[src/rtl/mbp_pkg.sv]
// Package of types and constants shared by the mode, bank and palette register block.
package mbp_pkg;

    // Colour RAM geometry.
    localparam int PALETTE_BYTES = 64;
    localparam int PAL_AW        = $clog2(PALETTE_BYTES);

    // Access direction codes.
    localparam logic ACT_READ  = 1'b0;
    localparam logic ACT_WRITE = 1'b1;

    // Register select codes.
    localparam logic [2:0] SEL_MODE      = 3'd0;
    localparam logic [2:0] SEL_SPEED     = 3'd1;
    localparam logic [2:0] SEL_VBANK     = 3'd2;
    localparam logic [2:0] SEL_PAL_INDEX = 3'd3;
    localparam logic [2:0] SEL_PAL_DATA  = 3'd4;
    localparam logic [2:0] SEL_PRIORITY  = 3'd5;
    localparam logic [2:0] SEL_WBANK     = 3'd6;

    // Read values and masks.
    localparam logic [7:0] MODE_LOCKED_READ = 8'hFF;
    localparam logic [7:0] MODE_COLOUR_READ = 8'h00;
    localparam logic [7:0] MODE_COMPAT_READ = 8'h04;
    localparam logic [7:0] ONE_BIT_FILL     = 8'hFE;
    localparam logic [7:0] WBANK_FILL       = 8'hF8;
    localparam logic [7:0] UNMAPPED_READ    = 8'hFF;
    localparam logic [7:0] PAL_INDEX_RESET  = 8'h40;

    // One bus access request.
    typedef struct packed {
        logic       action;
        logic [2:0] register_select;
        logic [7:0] write_data;
        logic       speed_status;
    } mbp_req_t;

    // One access result.
    typedef struct packed {
        logic [7:0] read_data;
        logic       color_mode;
        logic       mode_locked;
        logic       switch_armed;
        logic       video_bank;
        logic [2:0] work_bank;
        logic       priority_mode;
        logic [5:0] palette_address;
    } mbp_result_t;

endpackage

[src/rtl/mode_bank_palette_register_block_top.sv]
// Top level of the mode, bank and palette register block.
//
// Seven byte-wide bus registers: a write-once compatibility mode register, a speed
// switch, a video bank select, a palette index with optional auto-increment, a
// palette data port into a 64-byte colour RAM, an object priority bit and a work-RAM
// bank select. Every request returns one result: the byte read (zero for writes)
// and the decoded mode and bank state after the request. A request passes through an
// input register and is resolved into the result register once that is free, so the
// block takes one request per cycle while m_ready holds no earlier result back; the
// result is offered from the result register and waits there for m_ready. The
// colour RAM is cleared at reset by a per-entry valid bit, so there is no clearing
// pass; its read port is registered alongside the result register.
module mode_bank_palette_register_block_top (
    input  logic                 aclk,
    input  logic                 aresetn,
    input  logic                 s_valid,
    output logic                 s_ready,
    input  mbp_pkg::mbp_req_t    s_data,
    output logic                 m_valid,
    input  logic                 m_ready,
    output mbp_pkg::mbp_result_t m_data
);
    import mbp_pkg::*;

    // Input register.
    logic     in_valid_reg;
    mbp_req_t in_reg;

    // Result register.
    logic        out_valid_reg;
    mbp_result_t out_reg;
    logic        out_from_ram_reg;

    // Block state.
    logic       lock_reg,     lock_next;
    logic       colour_reg,   colour_next;
    logic       armed_reg,    armed_next;
    logic [5:0] spare_reg,    spare_next;
    logic       vbank_reg,    vbank_next;
    logic [7:0] pal_idx_reg,  pal_idx_next;
    logic       prio_reg,     prio_next;
    logic [2:0] wbank_reg,    wbank_next;

    // Colour RAM, its valid bits and its registered read port.
    logic [7:0]         pal_ram [PALETTE_BYTES];
    logic [PALETTE_BYTES-1:0] pal_valid_reg;
    logic [7:0]         ram_rd_reg;
    logic               ram_rd_valid_reg;

    logic              advance;
    logic              is_write;
    logic              ram_wr;
    logic [PAL_AW-1:0] slot;
    logic [7:0]        rd_value;
    logic              rd_from_ram;
    mbp_result_t       result_next;

    // Handshake: the input register moves on whenever the result register is free.
    assign advance = in_valid_reg && (!out_valid_reg || m_ready);
    assign s_ready = !in_valid_reg || advance;
    assign m_valid = out_valid_reg;

    assign is_write = (in_reg.action == ACT_WRITE);
    assign slot     = pal_idx_reg[PAL_AW-1:0];
    assign ram_wr   = advance && is_write && (in_reg.register_select == SEL_PAL_DATA);

    // Register writes.
    always_comb begin
        lock_next    = lock_reg;
        colour_next  = colour_reg;
        armed_next   = armed_reg;
        spare_next   = spare_reg;
        vbank_next   = vbank_reg;
        pal_idx_next = pal_idx_reg;
        prio_next    = prio_reg;
        wbank_next   = wbank_reg;
        if (is_write) begin
            case (in_reg.register_select)
                SEL_MODE: begin
                    if (!lock_reg) begin
                        colour_next = ~in_reg.write_data[2];
                        lock_next   = 1'b1;
                    end
                end
                SEL_SPEED: begin
                    armed_next = in_reg.write_data[0];
                    spare_next = in_reg.write_data[6:1];
                end
                SEL_VBANK:     vbank_next   = in_reg.write_data[0];
                SEL_PAL_INDEX: pal_idx_next = in_reg.write_data | PAL_INDEX_RESET;
                SEL_PAL_DATA: begin
                    if (pal_idx_reg[7]) begin
                        pal_idx_next = {pal_idx_reg[7:6], pal_idx_reg[5:0] + 6'd1};
                    end
                end
                SEL_PRIORITY:  prio_next    = in_reg.write_data[0];
                SEL_WBANK:     wbank_next   = in_reg.write_data[2:0];
                default:       ;
            endcase
        end
    end

    // Register reads; the colour RAM byte is joined in after its registered read.
    always_comb begin
        rd_value    = 8'h00;
        rd_from_ram = 1'b0;
        if (!is_write) begin
            case (in_reg.register_select)
                SEL_MODE: begin
                    if (lock_reg) begin
                        rd_value = MODE_LOCKED_READ;
                    end else begin
                        rd_value = colour_reg ? MODE_COLOUR_READ : MODE_COMPAT_READ;
                    end
                end
                SEL_SPEED:     rd_value = {in_reg.speed_status, spare_reg, armed_reg};
                SEL_VBANK:     rd_value = ONE_BIT_FILL | {7'd0, vbank_reg};
                SEL_PAL_INDEX: rd_value = pal_idx_reg;
                SEL_PAL_DATA:  rd_from_ram = 1'b1;
                SEL_PRIORITY:  rd_value = ONE_BIT_FILL | {7'd0, prio_reg};
                SEL_WBANK:     rd_value = WBANK_FILL | {5'd0, wbank_reg};
                default:       rd_value = UNMAPPED_READ;
            endcase
        end
    end

    // Result fields reflect the state after the request.
    always_comb begin
        result_next                 = '0;
        result_next.read_data       = rd_value;
        result_next.color_mode      = colour_next;
        result_next.mode_locked     = lock_next;
        result_next.switch_armed    = armed_next;
        result_next.video_bank      = vbank_next;
        result_next.work_bank       = (wbank_next == 3'd0) ? 3'd1 : wbank_next;
        result_next.priority_mode   = prio_next;
        result_next.palette_address = pal_idx_next[5:0];
    end

    // Control, state and valid bits.
    always_ff @(posedge aclk) begin
        if (!aresetn) begin
            in_valid_reg     <= 1'b0;
            out_valid_reg    <= 1'b0;
            lock_reg         <= 1'b0;
            colour_reg       <= 1'b1;
            armed_reg        <= 1'b0;
            spare_reg        <= 6'd0;
            vbank_reg        <= 1'b0;
            pal_idx_reg      <= PAL_INDEX_RESET;
            prio_reg         <= 1'b0;
            wbank_reg        <= 3'd0;
            pal_valid_reg    <= '0;
            ram_rd_valid_reg <= 1'b0;
        end else begin
            if (s_ready) begin
                in_valid_reg <= s_valid;
            end
            if (advance) begin
                out_valid_reg    <= 1'b1;
                lock_reg         <= lock_next;
                colour_reg       <= colour_next;
                armed_reg        <= armed_next;
                spare_reg        <= spare_next;
                vbank_reg        <= vbank_next;
                pal_idx_reg      <= pal_idx_next;
                prio_reg         <= prio_next;
                wbank_reg        <= wbank_next;
                ram_rd_valid_reg <= pal_valid_reg[slot];
            end else if (m_ready) begin
                out_valid_reg <= 1'b0;
            end
            if (ram_wr) begin
                pal_valid_reg[slot] <= 1'b1;
            end
        end
    end

    // Payload registers.
    always_ff @(posedge aclk) begin
        if (s_ready && s_valid) begin
            in_reg <= s_data;
        end
        if (advance) begin
            out_reg          <= result_next;
            out_from_ram_reg <= rd_from_ram;
        end
    end

    // Colour RAM: one write and one registered read per cycle, each only as a request advances.
    always_ff @(posedge aclk) begin
        if (ram_wr) begin
            pal_ram[slot] <= in_reg.write_data;
        end
        if (advance) begin
            ram_rd_reg <= pal_ram[slot];
        end
    end

    // Output payload, with the colour RAM byte substituted for palette data reads.
    always_comb begin
        m_data = out_reg;
        if (out_from_ram_reg) begin
            m_data.read_data = ram_rd_valid_reg ? ram_rd_reg : 8'h00;
        end
    end

endmodule
[config.mk]
export PLATFORM = sky130hd
export DESIGN_NAME = mode_bank_palette_register_block_top
export DESIGN_NICKNAME = d
export VERILOG_FILES = /design/src/rtl/mbp_pkg.sv /design/src/rtl/mode_bank_palette_register_block_top.sv
export SDC_FILE = /design/constraint.sdc
export NUM_CORES = 1
export LEC_CHECK = 0
export ABC_AREA = 0
export BUFFER_PORTS_ARGS = -buffer_cell sky130_fd_sc_hd__buf_4
export CORE_ASPECT_RATIO = 1.75
export CORE_MARGIN = 2
export CORE_UTILIZATION = 60
export CTS_CLUSTER_DIAMETER = 120
export DETAILED_ROUTE_END_ITERATION = 8
export GPL_TIMING_DRIVEN = 0
export PLACE_DENSITY = 0.85
export REMOVE_ABC_BUFFERS = 1
export SLEW_MARGIN = 20
export SYNTH_ARGS = -nofsm -noshare
export SYNTH_HDL_FRONTEND = slang
export SYNTH_SLANG_ARGS = --single-unit
[constraint.sdc]
create_clock -name aclk -period 3.4 [get_ports aclk]
set_input_delay 0.34 -clock aclk [delete_from_list [all_inputs] [get_ports aclk]]
set_output_delay 0.34 -clock aclk [all_outputs]
set_load 0.01 [all_outputs]
==> metrics.cfg, run 1 <==
[setup_path]
cp.required_ps=3620
critPathKind=register to register
startpoint_type=register
crit_start=pal_idx_reg[0]
reg2reg_from=pal_idx_reg[0]
r2r_end=pal_ram[34][1]
cp_max_fo=48
rr_worst_depth=5
crit_arrival_ps=3800
regToRegSetupSlack_ps=-180
cp-endpoint=pal_ram[34][1]
end_kind=register

[detailed_routing]
post_drt_wl_per_cell_um=32.97
via_per_inst=7.279
vias=15993
drt-total-wl_um=72430
drcViolationCount=0
drt_iter0_markers=2697
first_pass_iters=8
postRouteAntennaNets=0

[grt]
grt_pass1_wl_um=106600
antenna_found_initial=2
grt.total_usage_pct=32.89
grt_pass1_vias=16117
grt_overflow_total=0
grt_start_max_net_pins=90

[final_layout]
num_antenna_cells=0
num-nets-final=1612
layout_common_cells=edfxtp_1 (556), dfxtp_1 (86), nor2_1 (69)
drive_above_1_share_pct=21.58
fillers=2363
final_area_mm2=0.02876
mostFrequentLayoutCell=edfxtp_1
largest_reg_flops=512
syn_to_final_growth_pct=12.18

[sta]
slew_violations=0
holdWs_ps=55.79
worst_pin_slew_ps=1074
max_freq_ghz=0.2792
worst_slack_ps=-181.2
slew_headroom_pct=28.41
period_share_pct=105.3
rsz0062_at_grt=true
fin_tns_setup_ps=-8949
hold_violations=0
fin_skew_ps=14.41
setup_viol=109
period_minus_slack_ps=3581

[power_and_ir_drop]
p_comb_share_pct=5.8
power_density_mw_per_mm2=552.7
pwr-share-seq_pct=54.9
total_power_w=0.01589
swShare_pct=21.75
p_int_w=0.01244
p_leak_nw=9.363
ir_worst_vdd_v=0.0004749
clock_power_share_pct=39.4
p_sw_w=0.003457

[yosys]
yosys.area_share.simple_pct=5.355
synth_flop_cell=edfxtp_1
syn-instance-count=1564
synth_cell_types=71
synth_area_per_cell_um2=16.39
ys_seq_area_share_pct=72.08
yosysTopAreaCell=edfxtp_1
syn_area_mm2=0.02563
synthXorXnorAreaFrac_pct=0
synthMuxAreaShare_pct=10.16
synth_seq_cells=645
synth_top_area_share_pct=65.13
async_flop_share_pct=0
ys.warnings.count=0
synth_edf_count=556
synth_compound_area_share_pct=9.538
synth_fa_ha_area_share_pct=0.04881
synthTopCellsByArea=edfxtp_1 (65%), dfxtp_1 (7.0%), mux4_2 (5.6%)
synth_top_family_by_area=multiplexers

[place]
hpwl_um=41450
port_buffers=40
dp_slack_ps=-395.4
dpl_cell_area_mm2=0.02668
place_congestion=0.9242

[clock_network]
cts.reportedPaths.clkPinSlew_ps=80
cts_tree=yes
cts_buffer_depth=3
clkSinkCount=645
cts_root_buf=clkbuf_16
htreeDepth=2
cts_buffers=50
insertion_delay_ps=600

[outcome]
violations=negative setup slack
status=complete, but fails checks

[floorplan]
design.core.area_mm2=0.04242
fp.dieH_um=277.4
fp-row-count=100
die-area_mm2=0.04446
ioPinCount=41
initial_core_util_pct=60.43
die_w_um=160.2

[min_path]
min_path_type=input pin to register

[flow_run]
maxCapViolCount=0

==> worst min-delay path by stage <==
stage / startpoint / endpoint / slack (ps) / cells past startpoint
global placement: pal_idx_reg[6] / pal_idx_reg[6] / 430 / 1
finish: s_valid / in_valid_reg / 60 / 3
floorplan: aresetn / colour_reg / 410 / 1
CTS: s_valid / in_valid_reg / 60 / 3
global route: s_valid / in_valid_reg / 90 / 3
detailed placement: pal_valid_reg[30] / pal_valid_reg[30] / 450 / 1
==> stage by stage <==
step                cells  util (%)
finish               2197     67.79
global route         2197     67.79
CTS                  2194     67.62
detailed placement   2085     62.89
global placement     2053     61.23
floorplan            1452         -
==> synth_stat cells, types with 25 or more instances <==
| library cell | count |
|---|---|
| o21ai_0 | 46 |
| mux2i_1 | 61 |
| clkbuf_1 | 41 |
| o21a_1 | 67 |
| edfxtp_1 | 556 |
| a221oi_1 | 53 |
| mux4_2 | 64 |
| mux2_2 | 38 |
| nand2_1 | 68 |
| nor2_1 | 115 |
| buf_2 | 27 |
| dfxtp_1 | 89 |
| buf_4 | 26 |
| o22ai_1 | 25 |
| a21oi_1 | 46 |
| a22oi_1 | 35 |
==> layer usage <==
| layer | up-vias | GRT usage (%) | routed length, µm |
|---|---|---|---|
| li1 | 6236 | - | - |
| met1 | 7696 | 37.12 | 21420 |
| met3 | 503 | 8.672 | 8759 |
| met4 | 4 | 24.46 | 7032 |
| met5 | - | 0 | 23 |
| met2 | 1554 | 53.80 | 35190 |
==> power groups by stage <==
| stage | registers [W] | clock network (W) | logic [W] |
|---|---|---|---|
| after floorplan | 0.00895 | 0 | 0.000376 |
| after detailed placement | 0.00889 | 0 | 0.000822 |
| final | 0.00872 | 0.00626 | 0.000915 |
| after global placement | 0.00905 | 0 | 0.000610 |
| after global routing | 0.00872 | 0.00650 | 0.000935 |
| after CTS | 0.00871 | 0.00621 | 0.000862 |
==> cells by family (layout without fill, tap and decap cells) <==
| family | count (synthesis) | in the layout |
|---|---|---|
| DFF | 645 | 645 |
| AOI/OAI and AO/OA | 339 | 339 |
| and+or+nand+nor | 278 | 278 |
| muxes | 174 | 174 |
| buffers and inverters | 127 | 199 |
| adders and majority gates | 1 | 1 |
==> final cells by class <==
cell class                 instances  area [µm²]  share of cell area [%]
sequential                       645       18490                   64.30
multi-input combinational        792        6624                   23.04
clock buffer                      70        1463                   5.087
timing repair buffer              90        1136                   3.951
tap                              561       701.9                   2.441
clock inverter                    24       280.3                  0.9747
inverter                          15       61.31                  0.2132
==> what timing repair did <==
item	4_1_cts	5_1_grt
pin swaps	1	1
resized for setup	39	15
endpoints found under the hold margin	13	0
gates cloned	0	0
hold buffers	13	0
setup buffers	2	3
endpoints found under the setup margin	353	178
==> critical path, stage by stage, from the launching register on <==
cell	delay, ps
dfxtp_4	480
buf_12	240
buf_16	230
nor2_2	670
nand2_1	630
nor2_1	910
(Power assumes the default switching activity.)
==> run 2, diff against run 1 <==
Settings changed: ABC_CLOCK_PERIOD_IN_PS set to 4300, HOLD_SLACK_MARGIN set to 0.02.
Clock period 3.4 ns to 4.3 ns, I/O delays scaled along.
==> metrics.cfg, run 2 (synthesized netlist as in run 1, its figures left out) <==
[clock_network]
insertion_delay_ps=600
cts.reportedPaths.clkPinSlew_ps=70
htreeDepth=2
cts_setup_buffers=0
cts_buffer_depth=3
cts_tree=yes
cts_hold_buf=6
clkSinkCount=645
cts_root_buf=clkbuf_16
cts_resized=0
cts_buffers=50

[final_layout]
num-nets-final=1607
syn_to_final_growth_pct=11.42
post-route-util_pct=67.34
drive_above_1_share_pct=18.64
final_area_mm2=0.02856
mostFrequentLayoutCell=edfxtp_1
layout_common_cells=edfxtp_1 (556), nor2_1 (112), dfxtp_1 (86)
largest_reg_flops=512

[grt]
grt.total_usage_pct=32.41
antenna_found_initial=5
grt_overflow_total=0
grt_start_max_net_pins=90
grt_pass1_vias=15858
grt_pass1_wl_um=105400

[floorplan]
ioPinCount=41
die_w_um=160.2
fp.dieH_um=277.4
die-area_mm2=0.04446
fp-row-count=100
initial_core_util_pct=60.43
design.core.area_mm2=0.04242

[setup_path]
rr_worst_depth=8
regToRegSetupSlack_ps=210
r2r_end=ram_rd_reg[5]
startpoint_type=register
reg2reg_from=pal_idx_reg[0]
end_kind=register
critPathKind=register to register
cp.required_ps=4730
crit_arrival_ps=4520
cp_max_fo=48

[power_and_ir_drop]
ir_worst_vdd_v=0.0003837
total_power_w=0.01256
power_density_mw_per_mm2=439.9
p_leak_nw=9.343

[detailed_routing]
drt-total-wl_um=72750
postRouteAntennaNets=0
vias=16009
drcViolationCount=0
post_drt_wl_per_cell_um=33.17
via_per_inst=7.300
first_pass_iters=7
drt_iter0_markers=2718

[sta]
setup_viol=0
slew_headroom_pct=19.55
fin_skew_ps=20.55
hold_violations=0
worst_slack_ps=214.2
period_minus_slack_ps=4086
holdWs_ps=138.9
worst_pin_slew_ps=1202
slew_violations=0
period_share_pct=95.02
rsz0062_at_grt=false
max_freq_ghz=0.2448

[flow_run]
maxCapViolCount=0

[place]
place_congestion=0.9242
dpl_cell_area_mm2=0.02668
dp_slack_ps=504.6
hpwl_um=41450
port_buffers=40

[min_path]
min_path_type=input pin to register
hold_start=s_valid
min_to=in_valid_reg
min_path_cells=3

[outcome]
status=finished clean

-- run 2: changes by cell type in the layout (fill, tap and decap cells not counted), sizes merged --
cell / before / now
buf: 77 / 72
diode: 0 / 1
-- run 2: power breakdown --
group | internal, W | switching, W
Clock | 0.00275 | 0.00221
Combinational | 0.000255 | 0.000456
Sequential | 0.00682 | 0.0000746
-- run 2: through the flow --
step	setup TNS [ps]	instances
after floorplan	-656930	1452
after global placement	-2857170	2053
after detailed placement	0	2085
after CTS	0	2185
after global routing	0	2192
final	0	2193
-- run 2: how the worst max path moves through the flow --
stage / cells past startpoint / start / endpoint
2_1_floorplan: 6 / pal_idx_reg[0] / ram_rd_reg[2]
3_3_place_gp: 6 / pal_idx_reg[0] / ram_rd_reg[2]
3_5_place_dp: 5 / pal_idx_reg[0] / pal_ram[20][2]
4_1_cts: 5 / pal_idx_reg[0] / pal_ram[12][7]
5_1_grt: 8 / pal_idx_reg[0] / ram_rd_reg[5]
6_report: 8 / pal_idx_reg[0] / ram_rd_reg[5]
-- run 2: area by class of cell --
cell class	count	area (µm²)
Fill cell	2399	13850
Sequential cell	645	18490
Timing Repair Buffer	85	1082
Inverter	15	56.30
Clock buffer	70	1463
Antenna cell	1	2.502
Clock inverter	24	280.3
Multi-Input combinational cell	792	6486
Tap cell	561	701.9
-- run 2: per-layer routing --
layer	vias up	part of all wire (%)	GRT usage, %
met5	-	0.067	0
met4	8	9.4	23.10
met3	471	12	8.732
met2	1625	49	53.35
met1	7687	30	36.58
li1	6218	-	-
-- run 2: critical path: stages (launching register included) --
cell      delay [ps]
dfxtp_4          680
buf_12           290
buf_16           310
inv_2            400
nor3_2          1010
a22oi_1          260
a31oi_1          660
a211oi_1         130
o211ai_1         120
